--- config.mk ---
export PLATFORM = sky130hd
export DESIGN_NAME = integer_to_ascii_formatter
export DESIGN_NICKNAME = d
export VERILOG_FILES = /design/src/rtl/i2a_pkg.sv /design/src/rtl/i2a_conv.sv /design/src/rtl/i2a_seq.sv /design/src/rtl/integer_to_ascii_formatter.sv
export SDC_FILE = /design/constraint.sdc
export NUM_CORES = 1
export LEC_CHECK = 0
export ABC_AREA = 1
export ABC_CLOCK_PERIOD_IN_PS = 7300
export BUFFER_PORTS_ARGS = -buffer_cell sky130_fd_sc_hd__buf_2
export CORE_MARGIN = 1.5
export CORE_UTILIZATION = 50
export CTS_BUF_LIST = sky130_fd_sc_hd__clkbuf_4 sky130_fd_sc_hd__clkbuf_8
export DETAILED_ROUTE_END_ITERATION = 6
export GPL_TIMING_DRIVEN = 0
export PLACE_DENSITY = 0.68
export SYNTH_ARGS = -nofsm -noshare
export SYNTH_HDL_FRONTEND = slang
export SYNTH_SLANG_ARGS = --single-unit
--- constraint.sdc ---
create_clock -name clk -period 7.3 [get_ports clk]
set_input_delay 0 -clock clk [delete_from_list [all_inputs] [get_ports clk]]
set_output_delay 0 -clock clk [all_outputs]
set_load 0.05 [all_outputs]
--- src/rtl/i2a_pkg.sv ---
// i2a_pkg: shared constants, types and the character function of the
// integer to ascii formatter. No dependencies.
package i2a_pkg;

  // width of the converted word and derived digit counts
  localparam int WORD_BITS  = 32;
  localparam int DEC_DIGITS = (WORD_BITS * 3) / 10 + 2;
  localparam int HEX_DIGITS = (WORD_BITS + 3) / 4;
  localparam int NDIG       = (DEC_DIGITS > HEX_DIGITS) ? DEC_DIGITS : HEX_DIGITS;
  localparam int DIG_BITS   = NDIG * 4;
  localparam int STEP_W     = $clog2(WORD_BITS + 1);
  localparam int REM_W      = $clog2(NDIG + 1);

  // format selector codes
  localparam logic [1:0] FUNC_DEC       = 2'd0;
  localparam logic [1:0] FUNC_HEX_LOWER = 2'd1;

  // ascii codes
  localparam logic [6:0] CH_ZERO  = 7'h30;
  localparam logic [6:0] CH_MINUS = 7'h2D;
  localparam logic [6:0] CH_UPPER = 7'h41;
  localparam logic [6:0] CH_LOWER = 7'h61;

  typedef enum logic [2:0] {
    ST_IDLE,
    ST_CONV,
    ST_SIGN,
    ST_SKIP,
    ST_EMIT
  } state_t;

  // sequencer commands to the digit unit and output register
  typedef struct packed {
    logic load;
    logic step;
    logic shift;
    logic out_load;
    logic out_minus;
    logic out_last;
  } ctl_t;

  // digit unit status back to the sequencer
  typedef struct packed {
    logic dec;
    logic neg;
    logic top_zero;
  } stat_t;

  // ascii code of one digit, letters in the chosen case
  function automatic logic [6:0] digit_char(input logic [3:0] nib, input logic upper);
    logic [6:0] base;
    base = upper ? CH_UPPER : CH_LOWER;
    if (nib < 4'd10) begin
      digit_char = CH_ZERO + {3'd0, nib};
    end else begin
      digit_char = base + {3'd0, nib} - 7'd10;
    end
  endfunction

endpackage

--- src/rtl/i2a_conv.sv ---
// i2a_conv: digit register with the shared shift-add-3 unit; converts a
// binary magnitude to bcd one bit per step, or loads hex nibbles directly.
// Depends on i2a_pkg.
module i2a_conv (
  input  logic                       clk,
  input  logic                       rst,
  input  i2a_pkg::ctl_t              ctl,
  input  logic [1:0]                 func,
  input  logic [31:0]                value_bits,
  output i2a_pkg::stat_t             stat,
  output logic [3:0]                 top_nib,
  output logic                       upper
);
  import i2a_pkg::*;

  logic [WORD_BITS-1:0]       word;
  logic [WORD_BITS-1:0]       mag;
  logic                       word_neg;
  logic [WORD_BITS-1:0]       bin;
  logic [NDIG-1:0][3:0]       digits;
  logic [NDIG-1:0][3:0]       adj;
  logic                       neg;
  logic                       dec;

  // input word, sign and magnitude
  assign word     = WORD_BITS'(value_bits);
  assign word_neg = (func == FUNC_DEC) && word[WORD_BITS-1];
  assign mag      = word_neg ? (~word + 1'b1) : word;

  // add 3 to every bcd digit of 5 or more
  always_comb begin
    for (int i = 0; i < NDIG; i++) begin
      adj[i] = (digits[i] >= 4'd5) ? (digits[i] + 4'd3) : digits[i];
    end
  end

  // digit and binary registers
  always_ff @(posedge clk) begin
    if (ctl.load) begin
      neg   <= word_neg;
      dec   <= (func == FUNC_DEC);
      upper <= (func != FUNC_HEX_LOWER);
      if (func == FUNC_DEC) begin
        bin    <= mag;
        digits <= '0;
      end else begin
        bin    <= '0;
        digits <= DIG_BITS'(word);
      end
    end else if (ctl.step) begin
      // shift the adjusted digits up one bit, next binary bit comes in below;
      // the top bit of the top digit is never set for this word width
      digits <= {adj[NDIG-1][2:0], adj[NDIG-2:0], bin[WORD_BITS-1]};
      bin    <= {bin[WORD_BITS-2:0], 1'b0};
    end else if (ctl.shift) begin
      digits <= {digits[NDIG-2:0], 4'd0};
    end
    if (rst) begin
      neg   <= 1'b0;
      dec   <= 1'b0;
      upper <= 1'b0;
    end
  end

  assign top_nib       = digits[NDIG-1];
  assign stat.dec      = dec;
  assign stat.neg      = neg;
  assign stat.top_zero = (digits[NDIG-1] == 4'd0);

endmodule

--- src/rtl/i2a_seq.sv ---
// i2a_seq: sequencer that runs the conversion steps, skips leading zeros
// and hands characters to the output register. Depends on i2a_pkg.
module i2a_seq (
  input  logic           clk,
  input  logic           rst,
  input  logic           in_valid,
  input  logic           out_free,
  input  i2a_pkg::stat_t stat,
  output logic           busy,
  output i2a_pkg::ctl_t  ctl
);
  import i2a_pkg::*;

  state_t            state, state_next;
  logic [STEP_W-1:0] steps, steps_next;
  logic [REM_W-1:0]  remain, remain_next;

  // state and counters
  always_ff @(posedge clk) begin
    if (rst) begin
      state  <= ST_IDLE;
      steps  <= '0;
      remain <= '0;
    end else begin
      state  <= state_next;
      steps  <= steps_next;
      remain <= remain_next;
    end
  end

  // next state and commands
  always_comb begin
    state_next  = state;
    steps_next  = steps;
    remain_next = remain;
    ctl         = '0;
    case (state)
      ST_IDLE: begin
        if (in_valid) begin
          ctl.load    = 1'b1;
          steps_next  = STEP_W'(WORD_BITS);
          remain_next = REM_W'(NDIG);
          state_next  = ST_CONV;
        end
      end
      ST_CONV: begin
        // hex words skip the bcd steps; digit register is already loaded
        if (stat.dec) begin
          ctl.step = 1'b1;
        end
        steps_next = steps - 1'b1;
        if (steps == STEP_W'(1)) begin
          state_next = stat.neg ? ST_SIGN : ST_SKIP;
        end
      end
      ST_SIGN: begin
        if (out_free) begin
          ctl.out_load  = 1'b1;
          ctl.out_minus = 1'b1;
          state_next    = ST_SKIP;
        end
      end
      ST_SKIP: begin
        if (stat.top_zero && remain > REM_W'(1)) begin
          ctl.shift   = 1'b1;
          remain_next = remain - 1'b1;
        end else begin
          state_next = ST_EMIT;
        end
      end
      ST_EMIT: begin
        if (out_free) begin
          ctl.out_load = 1'b1;
          ctl.out_last = (remain == REM_W'(1));
          ctl.shift    = 1'b1;
          remain_next  = remain - 1'b1;
          if (remain == REM_W'(1)) begin
            state_next = ST_IDLE;
          end
        end
      end
      default: begin
        state_next = ST_IDLE;
      end
    endcase
  end

  assign busy = (state != ST_IDLE);

endmodule

--- src/rtl/integer_to_ascii_formatter.sv ---
// integer_to_ascii_formatter: top level, digit unit, sequencer and output
// register. Depends on i2a_pkg, i2a_conv and i2a_seq.
//
//  channel | signals                                  | dir
//  in      | in_valid, in_stall, func, value_bits     | in beat, stall driven here
//  out     | out_valid, out_stall, char_code, last    | out beat, one char per beat
//
// one word goes through its accept, a shift-add-3 step for each magnitude bit
// (hex words just hold their nibbles), a minus sign if negative, then leading
// zero skip and characters together; each character also waits while
// out_stall holds the output register.
// in_stall is high from accept until the last character is in the output
// register. rst is synchronous and clears sequencer and output valid.
module integer_to_ascii_formatter (
  input  logic        clk,
  input  logic        rst,
  input  logic        in_valid,
  output logic        in_stall,
  input  logic [1:0]  func,
  input  logic [31:0] value_bits,
  output logic        out_valid,
  input  logic        out_stall,
  output logic [6:0]  char_code,
  output logic        last
);
  import i2a_pkg::*;

  ctl_t       ctl;
  stat_t      stat;
  logic [3:0] top_nib;
  logic       upper;
  logic       busy;
  logic       out_free;

  assign out_free = !out_valid || !out_stall;
  assign in_stall = busy;

  i2a_seq u_seq (
    .clk      (clk),
    .rst      (rst),
    .in_valid (in_valid),
    .out_free (out_free),
    .stat     (stat),
    .busy     (busy),
    .ctl      (ctl)
  );

  i2a_conv u_conv (
    .clk        (clk),
    .rst        (rst),
    .ctl        (ctl),
    .func       (func),
    .value_bits (value_bits),
    .stat       (stat),
    .top_nib    (top_nib),
    .upper      (upper)
  );

  // output register
  always_ff @(posedge clk) begin
    if (rst) begin
      out_valid <= 1'b0;
    end else if (ctl.out_load) begin
      out_valid <= 1'b1;
    end else if (!out_stall) begin
      out_valid <= 1'b0;
    end
    if (ctl.out_load) begin
      char_code <= ctl.out_minus ? CH_MINUS : digit_char(top_nib, upper);
      last      <= ctl.out_last;
    end
  end

  // accepted word keeps the input closed on the next cycle
  a_accept_busy: assert property (@(posedge clk) disable iff (rst)
    (in_valid && !in_stall) |=> in_stall)
    else $error("input open right after accept");

  // more characters pending means no new word is taken
  a_pending_busy: assert property (@(posedge clk) disable iff (rst)
    (out_valid && !last) |-> in_stall)
    else $error("input open while characters pending");

  // a minus sign is never the final character
  a_minus_not_last: assert property (@(posedge clk) disable iff (rst)
    (out_valid && char_code == CH_MINUS) |-> !last)
    else $error("minus sign flagged as last");

endmodule
==> impl_summary.log, run 1 <==
[metrics] Cells on Worst Hold Path: 3
[metrics] effective utilization at floorplan: 50.9%
[metrics] Ys Warns: 0
[metrics] highest achievable clock rate: roughly 440 MHz
[metrics] vias in the first global route: about 5.3k
[metrics] proportion of synthesized flip-flops having asynchronous set or reset: 0%
[metrics] cell count after placement: 1052
[metrics] Crit path arrival time: 2390 ps
[metrics] Pre-antenna DRT Iters: 5
[metrics] sum of internal, switching and leakage power: 2.48 mW
[metrics] final worst slack: 5000 ps
[metrics] total stage count of the critical path: 9
[metrics] global-route usage over all layers: 23.9%
[metrics] worst hold-check path type: in -> reg
[metrics] distinct cell type count after synthesis: 46
[metrics] number of gates resized after CTS: 0
[metrics] die width: ~120 um
[metrics] most frequent CP cell: sky130_fd_sc_hd__inv_1
[metrics] sink count of the clock tree: a little over 100
[metrics] total via count in the routed design: 5776
[metrics] final instance count without filler cells: 1075
[metrics] number of instances in the synthesized netlist: 829
[metrics] Worst path max stage delay: 470 ps
[metrics] length in cells of the worst reg-to-reg path: 9
[metrics] classification of the worst setup path: reg -> reg
[metrics] clk slew on worst S/H paths: 110 ps
[metrics] final weighted congestion in routability-driven placement: 0.923
[metrics] post-route minimum period: around 2300 ps
[metrics] Clock Skew: roughly 13 ps
[metrics] leakage power summed over all cells: around 3.3 nW
[metrics] Maximum Capacitance Violations: 0
[metrics] slowest CP cell: sky130_fd_sc_hd__edfxtp_1
[metrics] sum of negative setup slack: 0 ps
[metrics] CTS tree: done
[metrics] number of antenna repair diodes: 0
[metrics] Relative slew margins: 68.6%
[metrics] count of final hold-check violations: 0
[metrics] Worst Setup Start Kind: flop
[metrics] number of enable-type register cells in the synthesized netlist: 84
[metrics] Skew-Pair Late Insertion Delay: between 300 and 400 ps
[metrics] required time of the worst setup path: 7400 ps
[metrics] initial antenna violation count: 0
[metrics] number of standard-cell rows in the floorplan: 42
[metrics] minimum setup slack after placement: between 5000 and 6000 ps
[metrics] CP max FO: 29
[metrics] number of buffers created by CTS: 9
[metrics] number of H-tree levels: 3
[metrics] Clk Tree Root Cell: sky130_fd_sc_hd__clkbuf_8
[metrics] number of failing setup endpoints in the final timing report: 0
[metrics] final layout net count: approximately 960
[metrics] growth of design area from synthesis to finish: 11.0%
[metrics] unrepaired setup endpoints after global routing: no
[metrics] number of buffers on the longest clock path: 2
[metrics] sequential share of the synthesized area: a little over two fifths
[metrics] post-synthesis cell area: 6710 um^2
[metrics] half-perimeter wire length of the detailed placement result: around 12 mm
[metrics] wire length per cell after detailed routing: 15.2 um
[metrics] worst-path cell chain: inv_1, ha_1, inv_1, nor2_1, nand4_4, nand2_1, inv_1, nand3_2, buf_12
[metrics] post-route antenna net violation count: 0
[metrics] total buffers and inverters traversed by the critical path: 4
[metrics] dominant register cell in the synthesized netlist: sky130_fd_sc_hd__edfxtp_1
[metrics] count of pins on the block boundary: 48
[metrics] Critical Path End Type: flop
[metrics] count of unresolved DRC violations after routing: 0
[metrics] fraction of the cycle the final worst path needs: 31.4%
[metrics] pin count of the biggest net entering global routing: 42
[metrics] synthesis-stage register bit count: 101
[metrics] number of port buffers: 46
[metrics] power density over cell area: 333 nW/um^2
[metrics] kind of cell adding the most delay to the critical path: simple AND/OR/NAND/NOR gates
[metrics] overflow left after global routing: 0
[metrics] number of max-slew violations in the final report: 0
[metrics] Die Area: 14100 um^2
[metrics] per-cell via count in the routed design: 5.37
[metrics] violation count after the first detailed-routing iteration: 451
[metrics] total detailed-routing wirelength: 16.4 mm
[metrics] Hold WS: approximately 17 ps
[metrics] global-route wire length before repair: 26.5 mm
[metrics] run status: finished, final reports clean
[metrics] maximum VDD drop: 0.236 mV
[metrics] transition time at the pin with the least slew margin: roughly 470 ps
[metrics] vertical die dimension: 119 um
[metrics] post-synthesis area per instance: 8.10 um^2
[metrics] top library cells by usage in the layout, fill and taps aside: sky130_fd_sc_hd__nand2_1, sky130_fd_sc_hd__inv_1, sky130_fd_sc_hd__nor2_1
[metrics] Synthesized Nets: 894
[metrics] share of cells above drive strength 1: approximately 14%
[metrics] most common cell after layout, fill and taps aside: sky130_fd_sc_hd__nand2_1
[metrics] Core Box Area: 13200 um^2
## registers in the layout (all words and copies together), names as in the netlist, 3 cells and up
signal and flops:
char_code 7, u_conv.top_nib 4, u_seq.steps 6, u_seq.state 3
u_conv.bin 32, u_conv.digits 40, u_seq.remain 4
## layer usage
layer,wire [um],share of wire [%],global-route usage (%),vias up
met2,7600,46,39.3,162
li1,-,-,-,2948
met1,7530,46,32.0,2644
met4,390,2.4,7.61,0
met3,845,5.2,4.79,22
met5,0,0,0,-
## where the power goes
part           total (mW)  leakage, nW  internal (mW)  switching (mW)
combinational        1.08         2.21          0.364           0.716
sequential           1.04        0.940          0.923           0.119
clock               0.361       0.0978          0.133           0.229
total                2.48         3.25           1.42            1.06
## final cells by class
class,count,area (um^2)
buffer,19,135
clock buffer,9,124
clock inverter,7,66.3
fill,1272,5740
inverter,112,425
multi-input combinational,597,3290
sequential,101,2860
tap,176,220
timing repair buffer,54,320
## cell families (layout without fill, tap and decap cells)
family | after synthesis | after routing | synth area share (%)
flip-flops | 101 | 101 | 42.6
AO/OA/AOI/OAI | 172 | 172 | 15.5
buffers and inverters | 131 | 201 | 8.35
adder cells (fa/ha/maj) | 27 | 27 | 5.03
AND/OR/NAND/NOR | 378 | 378 | 25.8
XOR/XNOR | 20 | 20 | 2.61
## metrics by stage
stage | instance area (um^2) | util (%)
after floorplan | 6710 | -
after global placement | 7160 | 54.3
after detailed placement | 7190 | 54.5
after CTS | 7450 | 56.5
after global routing | 7450 | 56.5
final | 7450 | 56.5
## cells in the mapped netlist (all sizes together) (2+ instances only)
cell type / number / area share [%]
edfxtp: 84 / 38
dfxtp: 17 / 5.1
buf: 18 / 2.0
nand3: 51 / 4.1
a22o: 2 / 0.26
o211ai: 6 / 0.82
a21oi: 48 / 3.6
o22ai: 4 / 0.37
o21ai: 76 / 5.7
ha: 27 / 5.0
o31ai: 3 / 0.34
nand2: 201 / 12
inv: 112 / 6.3
nand4: 8 / 0.97
o32ai: 4 / 0.63
nor2: 100 / 6.6
nand3b: 2 / 0.22
xor2: 19 / 2.5
nor3: 6 / 0.78
o221ai: 26 / 3.4
or2: 8 / 0.75
## tightest hold or removal path, cell delays in order
cell and delay (ps):
sky130_fd_sc_hd__buf_2 120, sky130_fd_sc_hd__nand3_1 100, sky130_fd_sc_hd__o31ai_1 80
## repair_timing
| item | in CTS | in global routing |
|---|---|---|
| hold buffers | 7 | 0 |
| endpoints found under the hold margin | 9 | 0 |
| buffers inserted | 0 | 0 |
## path summary, 6_finish.rpt
kind / start / slack (ps) / end
max: u_conv.top_nib[0]$_SDFFCE_PP0P_ / 5000 / u_conv.digits[15]$_DFFE_PP_
min: value_bits[3] / 20 / u_conv.digits[3]$_DFFE_PP_
max reg2reg: u_conv.top_nib[0]$_SDFFCE_PP0P_ / 5000 / u_conv.digits[15]$_DFFE_PP_
min reg2reg: u_conv.neg$_SDFFE_PP0P_ / 470 / u_conv.neg$_SDFFE_PP0P_
No activity file was read; power rests on OpenSTA's default activity.
==> run 2: changes to the inputs <==
ABC_CLOCK_PERIOD_IN_PS = 2200   (was 7300)
clock period = 2.2 ns   (was 7.3 ns; I/O delays follow)
==> impl_summary.log, run 2 (synthesis results as in run 1) <==
[metrics] Critical Path End Type: flop
[metrics] sum of internal, switching and leakage power: 8.42 mW
[metrics] post-route minimum period: 2090 ps
[metrics] global-route wire length before repair: 26.5 mm
[metrics] initial antenna violation count: 0
[metrics] half-perimeter wire length of the detailed placement result: 12.3 mm
[metrics] total detailed-routing wirelength: 16.8 mm
[metrics] minimum setup slack after placement: -58.5 ps
[metrics] per-cell via count in the routed design: 5.45
[metrics] sum of negative setup slack: 0 ps
[metrics] Clock Skew: 9.49 ps
[metrics] final worst slack: 113 ps
[metrics] sink count of the clock tree: 101
[metrics] effective utilization at floorplan: 50.9%
[metrics] required time of the worst setup path: 2280 ps
[metrics] switching share of total power: 41.7%
[metrics] number of standard-cell rows in the floorplan: 42
[metrics] run status: finished, final reports clean
[metrics] final layout net count: 960
[metrics] wire length per cell after detailed routing: 15.6 um
[metrics] overflow left after global routing: 0
[metrics] Pre-antenna DRT Iters: 5
[metrics] share of power burned in registers: 41.0%
[metrics] CTS tree: done
[metrics] most common cell after layout, fill and taps aside: sky130_fd_sc_hd__nand2_1
[metrics] top library cells by usage in the layout, fill and taps aside: sky130_fd_sc_hd__nand2_1, sky130_fd_sc_hd__inv_1, sky130_fd_sc_hd__nor2_1
[metrics] Maximum Capacitance Violations: 0
[metrics] Core Box Area: 13200 um^2
[metrics] final instance count without filler cells: 1076
[metrics] pin count of the biggest net entering global routing: 42
[metrics] Clk Tree Root Cell: sky130_fd_sc_hd__clkbuf_8
[metrics] maximum VDD drop: ~0.56 mV
[metrics] die width: 119 um
[metrics] total via count in the routed design: ~5.9k
[metrics] transition time at the pin with the least slew margin: about 540 ps
[metrics] power density over cell area: 1120 nW/um^2
[metrics] highest achievable clock rate: about 480 MHz
[metrics] share of cells above drive strength 1: 14.4%
[metrics] number of buffers created by CTS: 9
[metrics] vias in the first global route: 5375
[metrics] number of max-slew violations in the final report: 0
[metrics] Top Registers: u_conv.digits: 40 flops, u_conv.bin: 32 flops, char_code: 7 flops
[metrics] violation count after the first detailed-routing iteration: 400
[metrics] Skew-Pair Late Insertion Delay: 380 ps
[metrics] fraction of the cycle the final worst path needs: 94.8%
[metrics] Crit path arrival time: 2160 ps
[metrics] internal power: 4.91 mW
[metrics] number of failing setup endpoints in the final timing report: 0
[metrics] number of port buffers: 46
[metrics] vertical die dimension: approximately 120 um
[metrics] count of final hold-check violations: 0
[metrics] number of H-tree levels: 3
[metrics] switching pwr: roughly 3.5 mW
[metrics] global-route usage over all layers: 23.8%
[metrics] count of pins on the block boundary: 48
[metrics] number of antenna repair diodes: 0
[metrics] growth of design area from synthesis to finish: 11.9%
[metrics] Worst Setup Start Kind: flop
[metrics] CP max FO: 11
[metrics] leakage power summed over all cells: 3.31 nW
[metrics] Relative slew margins: 64.0%
[metrics] Die Area: 14100 um^2
[metrics] worst hold-check path type: in -> reg
[metrics] relative contribution of the clock network to total power: ~15%
[metrics] combinational fraction of design power: a little over two fifths
[metrics] clk slew on worst S/H paths: 90 ps
[metrics] flip-flop count of the largest register after layout: 40
[metrics] number of buffers on the longest clock path: 2
[metrics] post-route antenna net violation count: 0
[metrics] register name with the most flops: u_conv.digits
[metrics] count of unresolved DRC violations after routing: 0
[metrics] cell count after placement: roughly 1.1k
[metrics] final weighted congestion in routability-driven placement: between 0.9 and 1
[metrics] classification of the worst setup path: reg -> reg
## run 2: cell count changes in the layout (fill, tap and decap cells not counted), sizes merged
cell,before,now
inv,115,112
clkinvlp,0,1
bufinv,0,1
nand3,51,57
clkbuf,10,14
clkinv,4,1
dlygate4sd3,7,2
## run 2: layer usage
layer / GRT usage [%] / up-vias / routed length, um
met3: 3.54 / 23 / 845
met1: 32.9 / 2685 / 7790
met2: 38.3 / 206 / 7780
li1: - / 2954 / -
met5: 0 / - / 0
met4: 8.73 / 0 / 363
## run 2: path summary, 6_finish.rpt
kind                                 from                     endpoint  slack, ps  cells after the start
max reg2reg  u_seq.remain[0]$_SDFFE_PP0P_   u_conv.digits[6]$_DFFE_PP_        110                      8
min                         value_bits[0]  u_conv.bin[0]$_SDFFCE_PN0P_         20                      3
min reg2reg       u_conv.neg$_SDFFE_PP0P_      u_conv.neg$_SDFFE_PP0P_        470                      2
max          u_seq.remain[0]$_SDFFE_PP0P_   u_conv.digits[6]$_DFFE_PP_        110                      8
## run 2: repair_timing
item | CTS | global route
setup endpoints to repair | 44 | 38
setup buffers | 0 | 1
hold endpoints to repair | 1 | 0
pin swaps | 0 | 4
hold buffers | 2 | 0
resized for setup | 1 | 4
gates cloned | 1 | 5
## run 2: cell type report
type	instances	area [um^2]
clock buffers	13	166
flip-flops and latches	101	2860
clock inverters	3	43.8
repair buffers	49	270
inverters	112	429
fillers	1262	5680
well taps	176	220
multi-input cells	603	3390
plain buffers	19	135
## run 2: critical path: stages (launching register included)
cell	delay, ps
sky130_fd_sc_hd__dfxtp_1	360
sky130_fd_sc_hd__inv_1	80
sky130_fd_sc_hd__ha_1	220
sky130_fd_sc_hd__o21ai_0	330
sky130_fd_sc_hd__nand4_4	190
sky130_fd_sc_hd__nand2_1	150
sky130_fd_sc_hd__clkinvlp_4	110
sky130_fd_sc_hd__buf_12	160
sky130_fd_sc_hd__nand3_4	180
## run 2: stage by stage
step	util [%]	area (um^2)	hold slack [ps]
final	57.0	7510	17.1
after global routing	57.0	7510	32.9
after CTS	56.3	7420	4.03
after detailed placement	54.4	7180	226
after global placement	54.4	7180	229
after floorplan	-	6730	108
## run 2: power groups by stage
stage | logic (mW) | registers, mW | clock network [mW]
floorplan | 2.62 | 3.55 | 0
global placement | 3.49 | 3.49 | 0
detailed placement | 3.54 | 3.49 | 0
CTS | 3.59 | 3.45 | 1.31
global route | 4.13 | 3.54 | 1.38
finish | 3.68 | 3.46 | 1.29
==> run 3: changes to the inputs <==
CTS_CLUSTER_DIAMETER = 100   (was not set)
HOLD_SLACK_MARGIN = 0.05   (was not set)
==> impl_summary.log, run 3 (synthesis results as in run 1) <==
[metrics] run status: finished, final reports clean
[metrics] effective utilization at floorplan: 50.9%
[metrics] power density over cell area: 1100 nW/um^2
[metrics] most common cell after layout, fill and taps aside: sky130_fd_sc_hd__nand2_1
[metrics] cell count after placement: 1051
[metrics] length in cells of the worst reg-to-reg path: 6
[metrics] total detailed-routing wirelength: about 17 mm
[metrics] highest achievable clock rate: 482 MHz
[metrics] post-route antenna net violation count: 0
[metrics] Layout fillers: roughly 1.2k
[metrics] die width: 119 um
[metrics] Cells on Worst Hold Path: 4
[metrics] Clock Skew: approximately 11 ps
[metrics] register name with the most flops: u_conv.digits
[metrics] vias in the first global route: 5464
[metrics] growth of design area from synthesis to finish: 14.2%
[metrics] area of all sequential standard cells: 2860 um^2
[metrics] number of H-tree levels: 3
[metrics] worst-path cell chain: inv_2, nand3_4, inv_6, nand2_8, buf_2, nand3_2
[metrics] CTS tree: done
[metrics] transition time at the pin with the least slew margin: 545 ps
[metrics] number of buffers created by CTS: 9
[metrics] Relative slew margins: a little under two thirds
[metrics] kind of cell adding the most delay to the critical path: buffers and inverters
[metrics] Crit path arrival time: 2140 ps
[metrics] Maximum Capacitance Violations: 0
[metrics] Skew-Pair Late Insertion Delay: about 380 ps
[metrics] count of unresolved DRC violations after routing: 0
[metrics] Pre-antenna DRT Iters: 5
[metrics] wire length per cell after detailed routing: ~15 um
[metrics] sink count of the clock tree: 101
[metrics] slowest CP cell: sky130_fd_sc_hd__dfxtp_1
[metrics] Top Registers: u_conv.digits: 40 flops, u_conv.bin: 32 flops, char_code: 7 flops
[metrics] violation count after the first detailed-routing iteration: 410
[metrics] sum of internal, switching and leakage power: 8.45 mW
[metrics] half-perimeter wire length of the detailed placement result: 12.3 mm
[metrics] initial antenna violation count: 0
[metrics] classification of the worst setup path: reg -> reg
[metrics] total via count in the routed design: ~5.9k
[metrics] number of port buffers: 46
[metrics] number of max-slew violations in the final report: 0
[metrics] Worst Setup Start Kind: flop
[metrics] final weighted congestion in routability-driven placement: 0.937
[metrics] clk slew on worst S/H paths: 100 ps
[metrics] top library cells by usage in the layout, fill and taps aside: sky130_fd_sc_hd__nand2_1, sky130_fd_sc_hd__inv_1, sky130_fd_sc_hd__nor2_1
[metrics] Worst path max stage delay: 510 ps
[metrics] number of antenna repair diodes: 0
[metrics] number of failing setup endpoints in the final timing report: 0
[metrics] total stage count of the critical path: 6
[metrics] Die Area: 14100 um^2
[metrics] share of cells above drive strength 1: around 14%
[metrics] worst hold-check path type: in -> reg
[metrics] sum of negative setup slack: 0 ps
[metrics] post-route minimum period: around 2100 ps
[metrics] count of final hold-check violations: 0
[metrics] overflow left after global routing: 0
[metrics] number of standard-cell rows in the floorplan: 42
[metrics] area used by multi-input combinational logic: 3390 um^2
[metrics] leakage power summed over all cells: ~3.4 nW
[metrics] required time of the worst setup path: 2270 ps
[metrics] maximum VDD drop: 0.583 mV
[metrics] per-cell via count in the routed design: 5.42
[metrics] Critical Path End Type: flop
[metrics] final layout net count: just under 1k
[metrics] total buffers and inverters traversed by the critical path: 3
[metrics] final instance count without filler cells: 1091
[metrics] Core Box Area: between 10000 and 15000 um^2
[metrics] count of pins on the block boundary: 48
[metrics] unrepaired setup endpoints after global routing: no
[metrics] flip-flop count of the largest register after layout: 40
[metrics] Clk Tree Root Cell: sky130_fd_sc_hd__clkbuf_8
[metrics] global-route usage over all layers: about a quarter
[metrics] fraction of the cycle the final worst path needs: a little over nine tenths
[metrics] global-route wire length before repair: about 27 mm
[metrics] number of buffers on the longest clock path: 2
[metrics] CP max FO: 16
[metrics] Hold WS: between 50 and 60 ps
[metrics] pin count of the biggest net entering global routing: 42
[metrics] vertical die dimension: between 100 and 150 um
-- run 3: cell types whose count changed in the layout (fill, tap and decap cells not counted), sizes merged --
cell	change
dlygate4sd3	+15
-- run 3: layer usage --
layer | wire length (um) | global-route usage, %
met1 | 7980 | 32.8
met5 | 0 | 0
met3 | 777 | 3.16
met4 | 365 | 8.81
met2 | 7770 | 39.1
-- run 3: final timing paths --
path	endpoint	startpoint	slack, ps
max	u_conv.digits[34]$_SDFFCE_PP0P_	u_seq.state[2]$_SDFFE_PP0P_	130
max reg2reg	u_conv.digits[34]$_SDFFCE_PP0P_	u_seq.state[2]$_SDFFE_PP0P_	130
min	u_conv.bin[19]$_DFFE_PP_	value_bits[19]	60
min reg2reg	u_conv.neg$_SDFFE_PP0P_	u_conv.neg$_SDFFE_PP0P_	470
-- run 3: repair_timing --
item	CTS	global route
buffers inserted	0	1
resized for setup	1	4
endpoints found under the setup margin	44	38
pin swaps	0	4
gates cloned	1	5
endpoints found under the hold margin	22	0
hold buffers	17	0
-- run 3: final cells by class --
cell class | count | area share (%)
plain buffers | 19 | 1.76
clock buffers | 13 | 2.17
clock inverters | 3 | 0.571
inverters | 112 | 5.60
multi-input cells | 603 | 44.2
flip-flops and latches | 101 | 37.3
well taps | 176 | 2.87
repair buffers | 64 | 5.48
-- run 3: where the power goes --
group / internal, mW / switching, mW / total, mW / leakage (nW)
logic: 1.24 / 2.46 / 3.70 / 2.32
clock network: 0.618 / 0.672 / 1.29 / 0.111
registers: 3.06 / 0.395 / 3.46 / 0.940
-- run 3: stage by stage --
step                      cell area, um^2  util, %  setup WS (ps)
final                                7660     58.1            125
after global routing                 7660     58.1           28.6
after CTS                            7570     57.4            102
after detailed placement             7180     54.4          -58.5
after global placement               7180     54.4          -36.9
after floorplan                      6730        -            255
-- run 3: tightest hold or removal path, stage by stage --
cell,delay (ps)
sky130_fd_sc_hd__buf_2,130
sky130_fd_sc_hd__o21ai_0,70
sky130_fd_sc_hd__nand3_1,70
sky130_fd_sc_hd__nand2_1,60
